`config.mk`:
```
export PLATFORM = sky130hd
export DESIGN_NAME = freeze_rearm_broadcast_tracker_flat
export DESIGN_NICKNAME = d
export VERILOG_FILES = /design/src/hw/rtl/frbt_pkg.sv /design/src/hw/rtl/frbt_in_if.sv /design/src/hw/rtl/frbt_out_if.sv /design/src/hw/rtl/freeze_rearm_broadcast_tracker.sv /design/src/flat_wrapper.sv
export SDC_FILE = /design/constraint.sdc
export NUM_CORES = 1
export LEC_CHECK = 0
export ABC_AREA = 1
export BUFFER_PORTS_ARGS = -buffer_cell sky130_fd_sc_hd__buf_2
export CORE_MARGIN = 2
export CORE_UTILIZATION = 45
export DETAILED_ROUTE_END_ITERATION = 6
export GPL_ROUTABILITY_DRIVEN = 1
export PLACE_DENSITY = 0.67
export SLEW_MARGIN = 20
export SYNTH_ARGS = -nofsm -noshare
export SYNTH_HDL_FRONTEND = slang
export SYNTH_SLANG_ARGS = --single-unit
```
`constraint.sdc`:
```
create_clock -name i_clk -period 14.7 [get_ports i_clk]
set_input_delay 1.47 -clock i_clk [delete_from_list [all_inputs] [get_ports i_clk]]
set_output_delay 1.47 -clock i_clk [all_outputs]
set_load 0.01 [all_outputs]
```
`src/hw/rtl/frbt_pkg.sv`:
```
`timescale 1ns / 1ps

package frbt_pkg;

    localparam int CMD_BITS      = 2;
    localparam int FRAME_ID_BITS = 29;
    localparam int LEN_BITS      = 4;
    localparam int BYTE_BITS     = 8;
    localparam int CFG_IDX_BITS  = 2;
    localparam int CFG_DATA_BITS = 29;

    // freeze_instant is reported on at most this many low bits
    localparam int INSTANT_OUT_BITS = 48;

    localparam logic [LEN_BITS-1:0]  MIN_FREEZE_LEN = LEN_BITS'(3);
    localparam logic [LEN_BITS-1:0]  MIN_REARM_LEN  = LEN_BITS'(1);
    localparam logic [BYTE_BITS-1:0] LAST_RESET     = 8'hFF;

    localparam logic [FRAME_ID_BITS-1:0] FREEZE_ID_RESET = FRAME_ID_BITS'(0);
    localparam logic [FRAME_ID_BITS-1:0] REARM_ID_RESET  = FRAME_ID_BITS'(1);

    typedef enum logic [CMD_BITS-1:0] {
        CMD_RX      = 2'd0,
        CMD_TRIGGER = 2'd1,
        CMD_REARM   = 2'd2
    } t_cmd;

    typedef enum logic [CFG_IDX_BITS-1:0] {
        CFG_SELF      = 2'd0,
        CFG_FREEZE_ID = 2'd1,
        CFG_REARM_ID  = 2'd2
    } t_cfg_idx;

endpackage

```
`src/hw/rtl/frbt_in_if.sv`:
```
`timescale 1ns / 1ps

interface frbt_in_if
    import frbt_pkg::*;
#(
    parameter int TIME_BITS = 48
);
    logic                     valid;
    logic                     ready;
    logic [CMD_BITS-1:0]      cmd;
    logic [FRAME_ID_BITS-1:0] frame_id;
    logic [LEN_BITS-1:0]      frame_len;
    logic [BYTE_BITS-1:0]     rx_byte0;
    logic [BYTE_BITS-1:0]     rx_byte1;
    logic [BYTE_BITS-1:0]     rx_byte2;
    logic [BYTE_BITS-1:0]     trigger_cause;
    logic [TIME_BITS-1:0]     now_us;

    modport source (
        output valid, cmd, frame_id, frame_len, rx_byte0, rx_byte1, rx_byte2,
               trigger_cause, now_us,
        input  ready
    );

    modport sink (
        input  valid, cmd, frame_id, frame_len, rx_byte0, rx_byte1, rx_byte2,
               trigger_cause, now_us,
        output ready
    );
endinterface

```
`src/hw/rtl/frbt_out_if.sv`:
```
`timescale 1ns / 1ps

interface frbt_out_if
    import frbt_pkg::*;
#(
    parameter int TIME_BITS = 48
);
    logic                     valid;
    logic                     ready;
    logic                     send_valid;
    logic [FRAME_ID_BITS-1:0] send_id;
    logic [BYTE_BITS-1:0]     send_byte0;
    logic [BYTE_BITS-1:0]     send_byte1;
    logic [BYTE_BITS-1:0]     send_byte2;
    logic                     freeze_event;
    logic                     rearm_event;
    logic                     is_frozen;
    logic [BYTE_BITS-1:0]     freeze_origin;
    logic [BYTE_BITS-1:0]     freeze_cause;
    logic [TIME_BITS-1:0]     freeze_instant;

    modport source (
        output valid, send_valid, send_id, send_byte0, send_byte1, send_byte2,
               freeze_event, rearm_event, is_frozen, freeze_origin,
               freeze_cause, freeze_instant,
        input  ready
    );

    modport sink (
        input  valid, send_valid, send_id, send_byte0, send_byte1, send_byte2,
               freeze_event, rearm_event, is_frozen, freeze_origin,
               freeze_cause, freeze_instant,
        output ready
    );
endinterface

```
`src/hw/rtl/freeze_rearm_broadcast_tracker.sv`:
```
`timescale 1ns / 1ps
// Result: registered, shown on o_rsp in the cycle after the input transfer.
// Throughput: one item per cycle; the single result register is the only
//   stage, and a stalled result holds input ready low until it is taken.
// Reset: i_rst_n synchronous, active low; clears the tracker state to its
//   idle values (last origin/sequence 0xFF), config registers to defaults.

module freeze_rearm_broadcast_tracker
    import frbt_pkg::*;
#(
    parameter int TIME_BITS = 48
)(
    input  logic                     i_clk,
    input  logic                     i_rst_n,
    // configuration write port
    input  logic                     i_cfg_we,
    input  logic [CFG_IDX_BITS-1:0]  i_cfg_idx,
    input  logic [CFG_DATA_BITS-1:0] i_cfg_data,
    // item channels
    frbt_in_if.sink                  i_req,
    frbt_out_if.source               o_rsp
);

    // Report only the low INSTANT_OUT_BITS of the timestamp; for narrower
    // TIME_BITS the shift clears every bit and the mask is all ones.
    localparam logic [TIME_BITS-1:0] INSTANT_MASK =
        ~({TIME_BITS{1'b1}} << INSTANT_OUT_BITS);

    // ---------------- configuration registers ----------------
    logic [BYTE_BITS-1:0]     r_self;
    logic [FRAME_ID_BITS-1:0] r_freeze_id;
    logic [FRAME_ID_BITS-1:0] r_rearm_id;

    always_ff @(posedge i_clk) begin
        if (!i_rst_n) begin
            r_self      <= '0;
            r_freeze_id <= FREEZE_ID_RESET;
            r_rearm_id  <= REARM_ID_RESET;
        end else if (i_cfg_we) begin
            unique case (t_cfg_idx'(i_cfg_idx))
                CFG_SELF:      r_self      <= i_cfg_data[BYTE_BITS-1:0];
                CFG_FREEZE_ID: r_freeze_id <= i_cfg_data[FRAME_ID_BITS-1:0];
                CFG_REARM_ID:  r_rearm_id  <= i_cfg_data[FRAME_ID_BITS-1:0];
                default: begin
                    // writes beyond the register list are dropped
                end
            endcase
        end
    end

    // ---------------- tracker state ----------------
    logic                 r_frozen,    n_frozen;
    logic [BYTE_BITS-1:0] r_origin,    n_origin;
    logic [BYTE_BITS-1:0] r_cause,     n_cause;
    logic [BYTE_BITS-1:0] r_last_seq,  n_last_seq;
    logic [BYTE_BITS-1:0] r_last_orig, n_last_orig;
    logic [TIME_BITS-1:0] r_instant,   n_instant;

    // ---------------- result register ----------------
    logic                     r_out_valid;
    logic                     r_send_valid,  n_send_valid;
    logic [FRAME_ID_BITS-1:0] r_send_id,     n_send_id;
    logic [BYTE_BITS-1:0]     r_send_byte0,  n_send_byte0;
    logic [BYTE_BITS-1:0]     r_send_byte1,  n_send_byte1;
    logic [BYTE_BITS-1:0]     r_send_byte2,  n_send_byte2;
    logic                     r_freeze_evt,  n_freeze_evt;
    logic                     r_rearm_evt,   n_rearm_evt;

    logic                 accept;
    logic                 is_freeze_frame;
    logic                 is_rearm_frame;
    logic                 from_self;
    logic                 duplicate;
    logic [BYTE_BITS-1:0] next_seq;

    // The result register frees up in the same cycle it is taken downstream.
    assign i_req.ready = !r_out_valid || o_rsp.ready;
    assign accept      = i_req.valid && i_req.ready;

    assign is_freeze_frame = (i_req.frame_id == r_freeze_id)
                          && (i_req.frame_len >= MIN_FREEZE_LEN);
    assign is_rearm_frame  = (i_req.frame_id == r_rearm_id)
                          && (i_req.frame_len >= MIN_REARM_LEN);
    assign from_self       = (i_req.rx_byte0 == r_self);
    assign duplicate       = (i_req.rx_byte0 == r_last_orig)
                          && (i_req.rx_byte2 == r_last_seq);
    assign next_seq        = r_last_seq + BYTE_BITS'(1);

    always_comb begin
        n_frozen     = r_frozen;
        n_origin     = r_origin;
        n_cause      = r_cause;
        n_last_seq   = r_last_seq;
        n_last_orig  = r_last_orig;
        n_instant    = r_instant;
        n_send_valid = 1'b0;
        n_send_id    = '0;
        n_send_byte0 = '0;
        n_send_byte1 = '0;
        n_send_byte2 = '0;
        n_freeze_evt = 1'b0;
        n_rearm_evt  = 1'b0;

        unique case (t_cmd'(i_req.cmd))
            CMD_RX: begin
                // freeze id wins when both ids match; a short freeze frame
                // falls through to the re-arm test
                priority if (is_freeze_frame) begin
                    if (!from_self && !duplicate) begin
                        n_last_orig  = i_req.rx_byte0;
                        n_last_seq   = i_req.rx_byte2;
                        n_instant    = i_req.now_us;
                        n_origin     = i_req.rx_byte0;
                        n_cause      = i_req.rx_byte1;
                        n_frozen     = 1'b1;
                        n_freeze_evt = 1'b1;
                    end
                end else if (is_rearm_frame) begin
                    if (!from_self) begin
                        n_frozen    = 1'b0;
                        n_rearm_evt = 1'b1;
                    end
                end else begin
                    // unrelated frame
                end
            end
            CMD_TRIGGER: begin
                // local freeze: record it and broadcast, no local event
                n_instant    = i_req.now_us;
                n_origin     = r_self;
                n_cause      = i_req.trigger_cause;
                n_frozen     = 1'b1;
                n_last_seq   = next_seq;
                n_last_orig  = r_self;
                n_send_valid = 1'b1;
                n_send_id    = r_freeze_id;
                n_send_byte0 = r_self;
                n_send_byte1 = i_req.trigger_cause;
                n_send_byte2 = next_seq;
            end
            CMD_REARM: begin
                n_frozen     = 1'b0;
                n_last_seq   = next_seq;
                n_rearm_evt  = 1'b1;
                n_send_valid = 1'b1;
                n_send_id    = r_rearm_id;
                n_send_byte0 = r_self;
                n_send_byte1 = next_seq;
            end
            default: begin
                // unused command: nothing changes, nothing sent
            end
        endcase
    end

    always_ff @(posedge i_clk) begin
        if (!i_rst_n) begin
            r_frozen    <= 1'b0;
            r_origin    <= '0;
            r_cause     <= '0;
            r_last_seq  <= LAST_RESET;
            r_last_orig <= LAST_RESET;
            r_instant   <= '0;
            r_out_valid <= 1'b0;
        end else begin
            if (accept) begin
                r_frozen    <= n_frozen;
                r_origin    <= n_origin;
                r_cause     <= n_cause;
                r_last_seq  <= n_last_seq;
                r_last_orig <= n_last_orig;
                r_instant   <= n_instant;
                r_out_valid <= 1'b1;
            end else if (o_rsp.ready) begin
                r_out_valid <= 1'b0;
            end
        end
    end

    // result payload; the state snapshot comes from the updated values
    logic                 r_is_frozen;
    logic [BYTE_BITS-1:0] r_o_origin;
    logic [BYTE_BITS-1:0] r_o_cause;
    logic [TIME_BITS-1:0] r_o_instant;

    always_ff @(posedge i_clk) begin
        if (accept) begin
            r_send_valid <= n_send_valid;
            r_send_id    <= n_send_id;
            r_send_byte0 <= n_send_byte0;
            r_send_byte1 <= n_send_byte1;
            r_send_byte2 <= n_send_byte2;
            r_freeze_evt <= n_freeze_evt;
            r_rearm_evt  <= n_rearm_evt;
            r_is_frozen  <= n_frozen;
            r_o_origin   <= n_origin;
            r_o_cause    <= n_cause;
            r_o_instant  <= n_instant & INSTANT_MASK;
        end
    end

    assign o_rsp.valid          = r_out_valid;
    assign o_rsp.send_valid     = r_send_valid;
    assign o_rsp.send_id        = r_send_id;
    assign o_rsp.send_byte0     = r_send_byte0;
    assign o_rsp.send_byte1     = r_send_byte1;
    assign o_rsp.send_byte2     = r_send_byte2;
    assign o_rsp.freeze_event   = r_freeze_evt;
    assign o_rsp.rearm_event    = r_rearm_evt;
    assign o_rsp.is_frozen      = r_is_frozen;
    assign o_rsp.freeze_origin  = r_o_origin;
    assign o_rsp.freeze_cause   = r_o_cause;
    assign o_rsp.freeze_instant = r_o_instant;

endmodule

```
`src/flat_wrapper.sv`:
```
// flat-port wrapper written by rule: the top's interface ports become plain ports
module freeze_rearm_broadcast_tracker_flat import frbt_pkg::*;
#(
    parameter int TIME_BITS = 48
)
  (i_clk, i_rst_n, i_cfg_we, i_cfg_idx, i_cfg_data, i_req_valid, i_req_cmd, i_req_frame_id, i_req_frame_len, i_req_rx_byte0, i_req_rx_byte1, i_req_rx_byte2, i_req_trigger_cause, i_req_now_us, i_req_ready, o_rsp_valid, o_rsp_send_valid, o_rsp_send_id, o_rsp_send_byte0, o_rsp_send_byte1, o_rsp_send_byte2, o_rsp_freeze_event, o_rsp_rearm_event, o_rsp_is_frozen, o_rsp_freeze_origin, o_rsp_freeze_cause, o_rsp_freeze_instant, o_rsp_ready);
  frbt_in_if #(.TIME_BITS(TIME_BITS)) i_req_i ();
  frbt_out_if #(.TIME_BITS(TIME_BITS)) o_rsp_i ();
  input  logic i_clk;
  input  logic i_rst_n;
  input  logic i_cfg_we;
  input  logic [CFG_IDX_BITS-1:0] i_cfg_idx;
  input  logic [CFG_DATA_BITS-1:0] i_cfg_data;
  input wire logic [$bits(i_req_i.valid)-1:0] i_req_valid;
  input wire logic [$bits(i_req_i.cmd)-1:0] i_req_cmd;
  input wire logic [$bits(i_req_i.frame_id)-1:0] i_req_frame_id;
  input wire logic [$bits(i_req_i.frame_len)-1:0] i_req_frame_len;
  input wire logic [$bits(i_req_i.rx_byte0)-1:0] i_req_rx_byte0;
  input wire logic [$bits(i_req_i.rx_byte1)-1:0] i_req_rx_byte1;
  input wire logic [$bits(i_req_i.rx_byte2)-1:0] i_req_rx_byte2;
  input wire logic [$bits(i_req_i.trigger_cause)-1:0] i_req_trigger_cause;
  input wire logic [$bits(i_req_i.now_us)-1:0] i_req_now_us;
  output wire logic [$bits(i_req_i.ready)-1:0] i_req_ready;
  output wire logic [$bits(o_rsp_i.valid)-1:0] o_rsp_valid;
  output wire logic [$bits(o_rsp_i.send_valid)-1:0] o_rsp_send_valid;
  output wire logic [$bits(o_rsp_i.send_id)-1:0] o_rsp_send_id;
  output wire logic [$bits(o_rsp_i.send_byte0)-1:0] o_rsp_send_byte0;
  output wire logic [$bits(o_rsp_i.send_byte1)-1:0] o_rsp_send_byte1;
  output wire logic [$bits(o_rsp_i.send_byte2)-1:0] o_rsp_send_byte2;
  output wire logic [$bits(o_rsp_i.freeze_event)-1:0] o_rsp_freeze_event;
  output wire logic [$bits(o_rsp_i.rearm_event)-1:0] o_rsp_rearm_event;
  output wire logic [$bits(o_rsp_i.is_frozen)-1:0] o_rsp_is_frozen;
  output wire logic [$bits(o_rsp_i.freeze_origin)-1:0] o_rsp_freeze_origin;
  output wire logic [$bits(o_rsp_i.freeze_cause)-1:0] o_rsp_freeze_cause;
  output wire logic [$bits(o_rsp_i.freeze_instant)-1:0] o_rsp_freeze_instant;
  input wire logic [$bits(o_rsp_i.ready)-1:0] o_rsp_ready;
  assign i_req_i.valid = i_req_valid;
  assign i_req_i.cmd = i_req_cmd;
  assign i_req_i.frame_id = i_req_frame_id;
  assign i_req_i.frame_len = i_req_frame_len;
  assign i_req_i.rx_byte0 = i_req_rx_byte0;
  assign i_req_i.rx_byte1 = i_req_rx_byte1;
  assign i_req_i.rx_byte2 = i_req_rx_byte2;
  assign i_req_i.trigger_cause = i_req_trigger_cause;
  assign i_req_i.now_us = i_req_now_us;
  assign i_req_ready = i_req_i.ready;
  assign o_rsp_valid = o_rsp_i.valid;
  assign o_rsp_send_valid = o_rsp_i.send_valid;
  assign o_rsp_send_id = o_rsp_i.send_id;
  assign o_rsp_send_byte0 = o_rsp_i.send_byte0;
  assign o_rsp_send_byte1 = o_rsp_i.send_byte1;
  assign o_rsp_send_byte2 = o_rsp_i.send_byte2;
  assign o_rsp_freeze_event = o_rsp_i.freeze_event;
  assign o_rsp_rearm_event = o_rsp_i.rearm_event;
  assign o_rsp_is_frozen = o_rsp_i.is_frozen;
  assign o_rsp_freeze_origin = o_rsp_i.freeze_origin;
  assign o_rsp_freeze_cause = o_rsp_i.freeze_cause;
  assign o_rsp_freeze_instant = o_rsp_i.freeze_instant;
  assign o_rsp_i.ready = o_rsp_ready;
  freeze_rearm_broadcast_tracker #(.TIME_BITS(TIME_BITS)) u_core (.i_clk(i_clk), .i_rst_n(i_rst_n), .i_cfg_we(i_cfg_we), .i_cfg_idx(i_cfg_idx), .i_cfg_data(i_cfg_data), .i_req(i_req_i), .o_rsp(o_rsp_i));
endmodule
```
# ---- Yosys cells after proc, flatten, opt, wreduce, memory -nomap -nowiden
# Cells that the tools add are included.
dict set report word_totals {
  ramBits 0
  out_inout_bits 123
  mem_bits_ro 0
  in_bits 151
  latchBits 0
  memories 0
  wordCells 86
  reg_bits 269
}
dict set report classes {
  mul 0
  shifts 0
  muxes 30
  n_reduce_logical 21
  add_sub_neg 1
  n_bitwise 0
  n_div 0
  eq_ne 11
  magnitude_cmp 2
}
# op n
set ops {}
lappend ops {{$mux 48} 2}
lappend ops {{$pmux 48 s2} 1}
lappend ops {{$pmux 8 s2} 5}
lappend ops {{$mux 8} 8}
lappend ops {{$eq 29x29->1} 2}
lappend ops {{$pmux 29 s2} 1}
lappend ops {{$eq 8x8->1} 3}
lappend ops {{$mux 1} 11}
lappend ops {{$add 8x1->8 const B} 1}
lappend ops {{$reduce_and 2->1} 4}
lappend ops {{$reduce_and 4->1} 2}
lappend ops {{$reduce_bool 2->1} 3}
lappend ops {{$logic_and 1x1->1} 5}
lappend ops {{$eq 2x1->1 const B} 2}
lappend ops {{$eq 2x2->1 const B} 2}
lappend ops {{$ge 4x1->1 const B} 1}
lappend ops {{$ge 4x2->1 const B} 1}
lappend ops {{$logic_not 2->1} 2}
lappend ops {{$ne 2x1->1 const B} 2}
lappend ops {{$logic_not 1->1} 3}
lappend ops {{$pmux 1 s3} 1}
lappend ops {{$pmux 1 s2} 1}
lappend ops {{$reduce_or 2->1} 1}
lappend ops {{$logic_or 1x1->1} 1}

# ---- Depth between registers and ports, before layout
# Gate-level depths: netlist (run 1).
dict set report logic_depth {
  word_depth 7
  ltp_mapped 16
  depth_no_buf 15
}

# ---- Worst setup path after synthesis (run 1)
# No wires, ideal clock.
dict set report synth_path {
  path_type {input-to-reg}
  start {input o_rsp_ready}
  end {register u_core.r_o_cause[0], in the netlist u_core.o_rsp.freeze_cause[0], enable pin}
  stages 5
  path_buffers 1
  arrival_time_ns 5.324
  setup_slack_ns 8.843
  path_cell_list {inv_1 nand2_1 nand2_1 inv_1 clkbuf_1}
}
dict set report synth_between {
  elab_chain_cells 2
}
# element line
set synth_rtl {}
lappend synth_rtl {{from (decl)} flat_wrapper.sv:36} ;# input wire logic [$bits(o_rsp_i.ready)-1:0] o_rsp_ready;
lappend synth_rtl {{$logic_or 1x1->1} freeze_rearm_broadcast_tracker.sv:77} ;# assign i_req.ready = !r_out_valid || o_rsp.ready;
lappend synth_rtl {{net i_req_ready} flat_wrapper.sv:23} ;# output wire logic [$bits(i_req_i.ready)-1:0] i_req_ready;
lappend synth_rtl {{$logic_and 1x1->1} freeze_rearm_broadcast_tracker.sv:78} ;# assign accept = i_req.valid && i_req.ready;
lappend synth_rtl {{net u_core.accept} freeze_rearm_broadcast_tracker.sv:69} ;# logic accept;
lappend synth_rtl {{to (signal assigned)} freeze_rearm_broadcast_tracker.sv:197} ;# r_o_cause <= n_cause;
lappend synth_rtl {{to (decl)} freeze_rearm_broadcast_tracker.sv:183} ;# logic [BYTE_BITS-1:0] r_o_cause;
# The timed path passes the listed nets, and every way through them passes these cells.
# A chain may end at the register's enable or synchronous reset.

# ---- Worst setup path in the final report (run 1)
dict set report layout_path {
  start {input i_req_rx_byte2[0]}
  end {register u_core.r_origin[2]}
}
dict set report layout_between {
  elab_chain_cells 7
}
# element line
set layout_rtl {}
lappend layout_rtl {{from (decl)} flat_wrapper.sv:20} ;# input wire logic [$bits(i_req_i.rx_byte2)-1:0] i_req_rx_byte2;
lappend layout_rtl {{$eq 8x8->1} freeze_rearm_broadcast_tracker.sv:86} ;# && (i_req.rx_byte2 == r_last_seq);
lappend layout_rtl {{$logic_and 1x1->1} freeze_rearm_broadcast_tracker.sv:86}
lappend layout_rtl {{$logic_not 1->1} freeze_rearm_broadcast_tracker.sv:109} ;# if (!from_self && !duplicate) begin
lappend layout_rtl {{$logic_and 1x1->1} freeze_rearm_broadcast_tracker.sv:109}
lappend layout_rtl {{$mux 8} freeze_rearm_broadcast_tracker.sv:109}
lappend layout_rtl {{$mux 8} freeze_rearm_broadcast_tracker.sv:108} ;# priority if (is_freeze_frame) begin
lappend layout_rtl {{$pmux 8 s2} freeze_rearm_broadcast_tracker.sv:104} ;# unique case (t_cmd'(i_req.cmd))
lappend layout_rtl {{to (signal assigned)} freeze_rearm_broadcast_tracker.sv:168} ;# r_origin <= n_origin;
lappend layout_rtl {{to (decl)} freeze_rearm_broadcast_tracker.sv:53} ;# logic [BYTE_BITS-1:0] r_origin, n_origin;
# Every way passes these cells.

==> results.sh, run 1 <==
export IMPL_path_clk_slew_ns=0.06
export IMPL_synth_cell_types=28
export IMPL_num_vias=12800
export IMPL_num_rows=63
export IMPL_synth_area_leaders="edfxtp_1 (27%), dfxtp_1 (22%), nand2_1 (13%), a21oi_1 (7.4%), inv_1 (6.9%)"
export IMPL_max_freq_mhz=276
export IMPL_ys_seq_area_frac=0.485
export IMPL_yosysMostFrequentCell="nand2_1"
export IMPL_syn_avg_cell_area_um2=7.53
export IMPL_critPathKind="input port to flop"
export IMPL_io_pin_count=274
export IMPL_cts_hold_buf=0
export IMPL_yosysTopAreaCell="edfxtp_1"
export IMPL_synth_nets=1964
export IMPL_drcViolationCount=0
export IMPL_maxSlewViolCount=0
export IMPL_setup_tns_final_ns=0
export IMPL_grt_pass1_vias=11600
export IMPL_cts_buffers_inserted=30
export IMPL_viasPerCell=5.20
export IMPL_grt_overflow=0
export IMPL_cp_required_ns=15.21
export IMPL_synth_common_cells="nand2_1 (481), inv_1 (251), a21oi_1 (201)"
export IMPL_worst_slew_pin_slew_ns=0.925
export IMPL_startpoint_type="input port"
export IMPL_initial_utilization=0.458
export IMPL_drive_gt1_frac=0.175
export IMPL_htreeDepth=1
export IMPL_clock_latency_ns=0.57
export IMPL_die_height_um=178
export IMPL_antenna_left=0
export IMPL_worstHoldStart="u_core.r_freeze_id[19]"
export IMPL_drt_iter0_markers=1117
export IMPL_synth_edf_count=121
export IMPL_grt_max_degree=94
export IMPL_nets=2192
export IMPL_setup_viol=0
export IMPL_min_delay_path_depth=2
export IMPL_cts_buffer_depth=3
export IMPL_synth_area_mm2=0.0136
export IMPL_cts_post_setup_buffers_inserted=0
export IMPL_rrSetupSlack_ns=11.68
export IMPL_wl_um=39200
export IMPL_crit_arrival_ns=4.13
export IMPL_dpl_instance_area_mm2=0.0152
export IMPL_power_density_mw_per_mm2=119
export IMPL_cp_slowest_cell="buf_4"
export IMPL_synth_top_area_share=0.267
export IMPL_gp_congestion=0.854
export IMPL_grt_use_total=0.240
export IMPL_rr_worst_depth=16
export IMPL_syn_inst=1808
export IMPL_cts_tree="yes"
export IMPL_hold_viol_final=0
export IMPL_end_kind="flop"
export IMPL_finClkSkew_ns=0.0178
export IMPL_outcome="complete, no violations"
export IMPL_synth_async_reset_ratio=0
export IMPL_cts_root_buf="clkbuf_16"
export IMPL_grt_antenna_before_repair=8
export IMPL_ctsResizeCount=0
export IMPL_rr_startpoint="u_core.r_last_seq[0]"
export IMPL_cts_sinks=269
export IMPL_numPortBuffers=273
export IMPL_place_ws_ns=10.50
export IMPL_finalWorstSetupSlack_ns=11.08
export IMPL_whs_endpoint="u_core.r_freeze_id[19]"
export IMPL_path_cells="buf_2 > inv_1 > nand2_1 > nand2_1 > nand2_1 > nor2_1 > nand2_1 > nor2_1 > nor2_1 > nand2_4 > buf_4 > inv_1 > nand2_1 > nand3_1 > nand3_1 > nand2_1 > inv_1"
export IMPL_synth_seq_cells=269
export IMPL_cellLeakagePower_nw=7.75
export IMPL_die_w_um=178
export IMPL_max_stage_delay_ns=0.73
export IMPL_dpl_hpwl_um=25800
export IMPL_critPathMaxFanout=93
export IMPL_drt_pass1_iterations=5
export IMPL_fin_crit_ns=3.62
export IMPL_finalCritPeriodShare=0.246
export IMPL_coreArea_mm2=0.0297
export IMPL_synth_ff_type="dfxtp_1"
export IMPL_syn_to_final_growth_pct=19.7
export IMPL_rsz0062_at_grt="false"
export IMPL_vdd_drop_max_mv=0.104
export IMPL_power_mw=1.94
export IMPL_fin_hold_ws_ns=0.488
export IMPL_fin_area_mm2=0.0163
export IMPL_grt_pass1_wl_um=60300
export IMPL_wl_per_cell_um=16.0
export IMPL_ys_warn_count=0
export IMPL_crit_top_cell="nand2_1"
export IMPL_slew_headroom=0.382
export IMPL_drv_cap=0
export IMPL_die_area_mm2=0.0317
export IMPL_hold_path_class="flop to flop"
export IMPL_r2r_end="u_core.r_origin[2]"
## worst max-delay path by stage
stage,startpoint,end,slack [ns]
floorplan,o_rsp_ready,u_core.o_rsp.freeze_cause[0],8.84
global placement,i_req_rx_byte2[0],u_core.r_origin[0],10.63
detailed placement,i_req_rx_byte2[0],u_core.r_origin[2],10.50
CTS,i_req_rx_byte2[0],u_core.r_origin[2],11.10
global route,i_req_rx_byte2[1],u_core.r_origin[5],10.81
finish,i_req_rx_byte2[0],u_core.r_origin[2],11.08
## layout make-up
class | count | area, um^2
tap | 390 | 488
timing repair buffer | 285 | 1460
fill | 2818 | 13400
antenna | 6 | 15.0
inverter | 258 | 973
clock buffer | 46 | 902
sequential | 269 | 6600
multi-input combinational | 1192 | 5720
clock inverter | 10 | 139
## per-stage QoR
| stage | utilization | cells |
|---|---|---|
| finish | 0.548 | 2456 |
| global route | 0.548 | 2455 |
| CTS | 0.548 | 2450 |
| detailed placement | 0.513 | 2394 |
| global placement | 0.513 | 2394 |
| floorplan | - | 1808 |
## critical path, delay by kind of cell
| kind | cells | cell delay [ns] |
|---|---|---|
| AND/OR/NAND/NOR | 12 | 1.30 |
| buffers and inverters | 5 | 1.30 |
## layer usage
| metal | share of wire | GRT usage | vias to the layer above |
|---|---|---|---|
| met5 | 0.00069 | 0 | - |
| met4 | 0.029 | 0.0895 | 4 |
| met3 | 0.075 | 0.0351 | 73 |
| met2 | 0.45 | 0.379 | 503 |
| met1 | 0.44 | 0.333 | 5895 |
| li1 | - | - | 6292 |
## sequential cells by signal, summed over array words and instances (netlist names), 29 cells and up
| signal | flops |
|---|---|
| u_core.r_freeze_id | 29 |
| u_core.r_instant | 48 |
| u_core.o_rsp.freeze_instant | 48 |
| u_core.o_rsp.send_id | 29 |
| u_core.r_rearm_id | 29 |
## power breakdown
group          total (mW)  internal [mW]  leakage, nW  switching (mW)
sequential          0.873          0.843         2.44          0.0292
combinational       0.275         0.0971         4.80           0.178
clock               0.790          0.474        0.511           0.316
total                1.94           1.41         7.75           0.523
## kinds of logic (layout without fill, tap and decap cells)
logic type,Yosys count,count (layout),synth area share
adder cells (fa/ha/maj),5,5,0.00460
flip-flops,269,269,0.485
XOR/XNOR,38,38,0.0244
buffers and inverters,347,599,0.0980
other,0,6,0
AO/OA/AOI/OAI,375,375,0.152
AND/OR/NAND/NOR,774,774,0.237
## cell usage in the layout, fill, tap and decap left out, drive strengths merged
| cell type | n |
|---|---|
| nand2 | 483 |
| buf | 285 |
| inv | 256 |
| a21oi | 201 |
| dfxtp | 148 |
| edfxtp | 121 |
| nor2 | 120 |
| nand3 | 99 |
| o21ai | 94 |
| or2 | 59 |
| a22oi | 48 |
| clkbuf | 46 |
| xnor2 | 21 |
| xor2 | 17 |
| a21boi | 16 |
| o22ai | 8 |
| o21a | 8 |
| clkinv | 8 |
| nand4 | 7 |
| diode | 6 |
| nor3 | 6 |
| ha | 5 |
| bufinv | 3 |
| clkinvlp | 1 |
Note: power is estimated with default switching activity, not from simulation.
==> run 2, diff against run 1 <==
--- a/config.mk
+++ b/config.mk
@@ -5,13 +5,13 @@
 export SDC_FILE = /design/constraint.sdc
 export NUM_CORES = 1
 export LEC_CHECK = 0
-export ABC_AREA = 1
+export ABC_AREA = 0
 export BUFFER_PORTS_ARGS = -buffer_cell sky130_fd_sc_hd__buf_2
 export CORE_MARGIN = 2
 export CORE_UTILIZATION = 45
 export DETAILED_ROUTE_END_ITERATION = 6
 export GPL_ROUTABILITY_DRIVEN = 1
-export PLACE_DENSITY = 0.67
+export PLACE_DENSITY = 0.69
 export SLEW_MARGIN = 20
 export SYNTH_ARGS = -nofsm -noshare
 export SYNTH_HDL_FRONTEND = slang
==> constraint.sdc (replaced) <==
create_clock -name i_clk -period 3.6 [get_ports i_clk]
set_input_delay 0.36 -clock i_clk [delete_from_list [all_inputs] [get_ports i_clk]]
set_output_delay 0.36 -clock i_clk [all_outputs]
set_load 0.01 [all_outputs]
==> run 2 against run 1 <==
First-iteration DRC count shrank 26%. Wire length shrank 17%. Sequential share of layout area grew 6.5 points. Area after synthesis shrank 16%. Critical path type is now flop to flop. Critical endpoint is now u_core.o_rsp.freeze_instant[40]. Largest cell class unchanged. Largest power group unchanged.
==> results.sh, run 2 <==
export IMPL_vdd_drop_max_mv=0.329
export IMPL_critPathKind="flop to flop"
export IMPL_syn_inst=1060
export IMPL_synth_cell_types=49
export IMPL_cellLeakagePower_nw=5.62
export IMPL_power_density_mw_per_mm2=506
export IMPL_hold_viol_final=0
export IMPL_drive_gt1_frac=0.266
export IMPL_grt_antenna_before_repair=8
export IMPL_cts_buffer_depth=3
export IMPL_yosysTopAreaCell="edfxtp_1"
export IMPL_setup_tns_final_ns=0
export IMPL_cts_post_setup_buffers_inserted=0
export IMPL_ys_seq_area_frac=0.576
export IMPL_worst_slew_pin_slew_ns=1.02
export IMPL_startpoint_type="flop"
export IMPL_drcViolationCount=0
export IMPL_die_height_um=164
export IMPL_fin_crit_ns=3.05
export IMPL_final_cell_mix="buf_2 (273), dfxtp_1 (148), nand2_1 (135)"
export IMPL_die_area_mm2=0.0267
export IMPL_final_cell_count_no_fill=1659
export IMPL_num_rows=58
export IMPL_wl_per_cell_um=19.7
export IMPL_cts_hold_buf=0
export IMPL_nFillCells=2241
export IMPL_syn_to_final_growth_pct=22.5
export IMPL_hold_path_class="input port to flop"
export IMPL_setup_viol=0
export IMPL_cp_required_ns=3.89
export IMPL_drt_pass1_iterations=6
export IMPL_rr_startpoint="u_core.r_freeze_id[20]"
export IMPL_wl_um=32800
export IMPL_drt_iter0_markers=832
export IMPL_synth_area_mm2=0.0115
export IMPL_power_mw=7.10
export IMPL_rrSetupSlack_ns=0.55
export IMPL_synth_common_cells="dfxtp_1 (148), nand2_1 (135), edfxtp_1 (121)"
export IMPL_crit_arrival_ns=3.33
export IMPL_wl_met2_um=15300
export IMPL_grt_pass1_vias=8774
export IMPL_crit_path_start="u_core.r_freeze_id[20]"
export IMPL_finClkSkew_ns=0.0186
export IMPL_ctsResizeCount=0
export IMPL_rr_worst_depth=6
export IMPL_grt_max_degree=154
export IMPL_routed_top_layer="met5"
export IMPL_viasPerCell=5.61
export IMPL_end_kind="flop"
export IMPL_die_w_um=164
export IMPL_cts_root_buf="clkbuf_16"
export IMPL_cts_sinks=269
export IMPL_io_pin_count=274
export IMPL_drt_met1_wl_um=13600
export IMPL_cts_buffers_inserted=28
export IMPL_coreArea_mm2=0.0251
export IMPL_slew_headroom=0.322
export IMPL_synth_seq_cells=269
export IMPL_outcome="complete, no violations"
export IMPL_drv_cap=0
export IMPL_fin_hold_ws_ns=0.0463
export IMPL_clock_latency_ns=0.54
export IMPL_path_clk_slew_ns=0.06
export IMPL_num_vias=9311
export IMPL_max_freq_mhz=328
export IMPL_numPortBuffers=273
export IMPL_synth_ff_type="dfxtp_1"
export IMPL_finalCritPeriodShare=0.846
export IMPL_synth_top_area_share=0.317
export IMPL_htreeDepth=1
export IMPL_placedCellCount=1605
export IMPL_synth_edf_count=121
export IMPL_dpl_hpwl_um=22100
export IMPL_final_common_cell="buf_2"
export IMPL_grt_overflow=0
export IMPL_syn_avg_cell_area_um2=10.8
export IMPL_antenna_left=0
export IMPL_synth_nets=1216
export IMPL_maxSlewViolCount=0
export IMPL_crit_path_end="u_core.o_rsp.freeze_instant[40]"
export IMPL_critPathMaxFanout=48
export IMPL_ys_warn_count=0
export IMPL_grt_use_total=0.235
export IMPL_synth_area_leaders="edfxtp_1 (32%), dfxtp_1 (26%), nand2_1 (4.4%), xnor2_1 (4.4%), a32o_1 (4.2%)"
export IMPL_r2r_end="u_core.o_rsp.freeze_instant[40]"
export IMPL_cts_tree="yes"
export IMPL_yosysMostFrequentCell="dfxtp_1"
export IMPL_synth_async_reset_ratio=0
export IMPL_nets=1461
export IMPL_met3_length_um=2850
export IMPL_rsz0062_at_grt="false"
export IMPL_gp_congestion=0.846
export IMPL_initial_utilization=0.456
export IMPL_grt_pass1_wl_um=48900
[run 2: cell count changes in the layout (fill, tap and decap cells not counted), moves of 19 or more]
cell / previous run / this run
a21oi_1: 201 / 83
a22o_1: 0 / 48
a22oi_1: 48 / 29
a32o_1: 0 / 48
and2_1: 0 / 31
inv_1: 248 / 7
nand2_1: 480 / 135
nand3_1: 98 / 26
nor2_1: 115 / 63
o21ai_0: 94 / 21
or2_0: 50 / 0
xnor2_1: 21 / 57
[run 2: kinds of logic after synthesis]
logic type | synth area share
buffers and inverters | 0.0333
adders and majority gates | 0.00546
DFF | 0.576
muxes | 0.0169
and+or+nand+nor | 0.131
xor gates and xnor gates | 0.0673
AOI/OAI and AO/OA | 0.170
[run 2: cell type report]
| type | instances | area (um^2) | share of cell area |
|---|---|---|---|
| Sequential cell | 269 | 6600 | 0.470 |
| Multi-Input combinational cell | 702 | 4500 | 0.320 |
| Timing Repair Buffer | 294 | 1560 | 0.111 |
| Clock buffer | 37 | 806 | 0.0574 |
| Tap cell | 330 | 413 | 0.0294 |
| Clock inverter | 15 | 113 | 0.00802 |
| Inverter | 10 | 42.5 | 0.00303 |
| Antenna cell | 2 | 5.00 | 0.000357 |
[run 2: worst min path at each step]
stage / start / end / slack (ns) / cells after the start
after floorplan: u_core.r_freeze_id[0] / u_core.r_freeze_id[0] / 0.46 / 2
after global placement: u_core.r_freeze_id[14] / u_core.r_freeze_id[14] / 0.47 / 2
after detailed placement: u_core.r_rearm_id[28] / u_core.r_rearm_id[28] / 0.47 / 2
after CTS: i_req_now_us[41] / u_core.r_instant[41] / 0.03 / 2
after global routing: i_req_now_us[45] / u_core.r_instant[45] / 0.05 / 2
final: i_req_now_us[41] / u_core.r_instant[41] / 0.05 / 2
[run 2: per-layer routing]
metal | up-vias | GRT usage
li1 | 4395 | -
met1 | 4418 | 0.304
met2 | 409 | 0.387
met3 | 77 | 0.0559
met4 | 12 | 0.0766
met5 | - | 0
[run 2: metrics by stage]
| step | worst slack [ns] | utilization | cell area [um^2] |
|---|---|---|---|
| 2_1_floorplan | 0.698 | - | 11500 |
| 3_3_place_gp | 0.469 | 0.522 | 13100 |
| 3_5_place_dp | 0.423 | 0.522 | 13100 |
| 4_1_cts | 0.519 | 0.559 | 14000 |
| 5_1_grt | 0.439 | 0.559 | 14000 |
| 6_report | 0.554 | 0.559 | 14000 |
[run 2: power by group]
group          switching [mW]  internal (mW)  leakage (nW)
registers              0.0825           3.37          2.43
logic                   0.499          0.318          2.75
clock network            1.19           1.64         0.440
[run 2: critical path, stage by stage, from the launching register on]
cell and delay, ns:
dfxtp_1 0.33, xor2_1 0.17, nor4_2 0.41, nand4_1 0.27
or4_1 0.65, and2_2 0.54, a22o_1 0.39
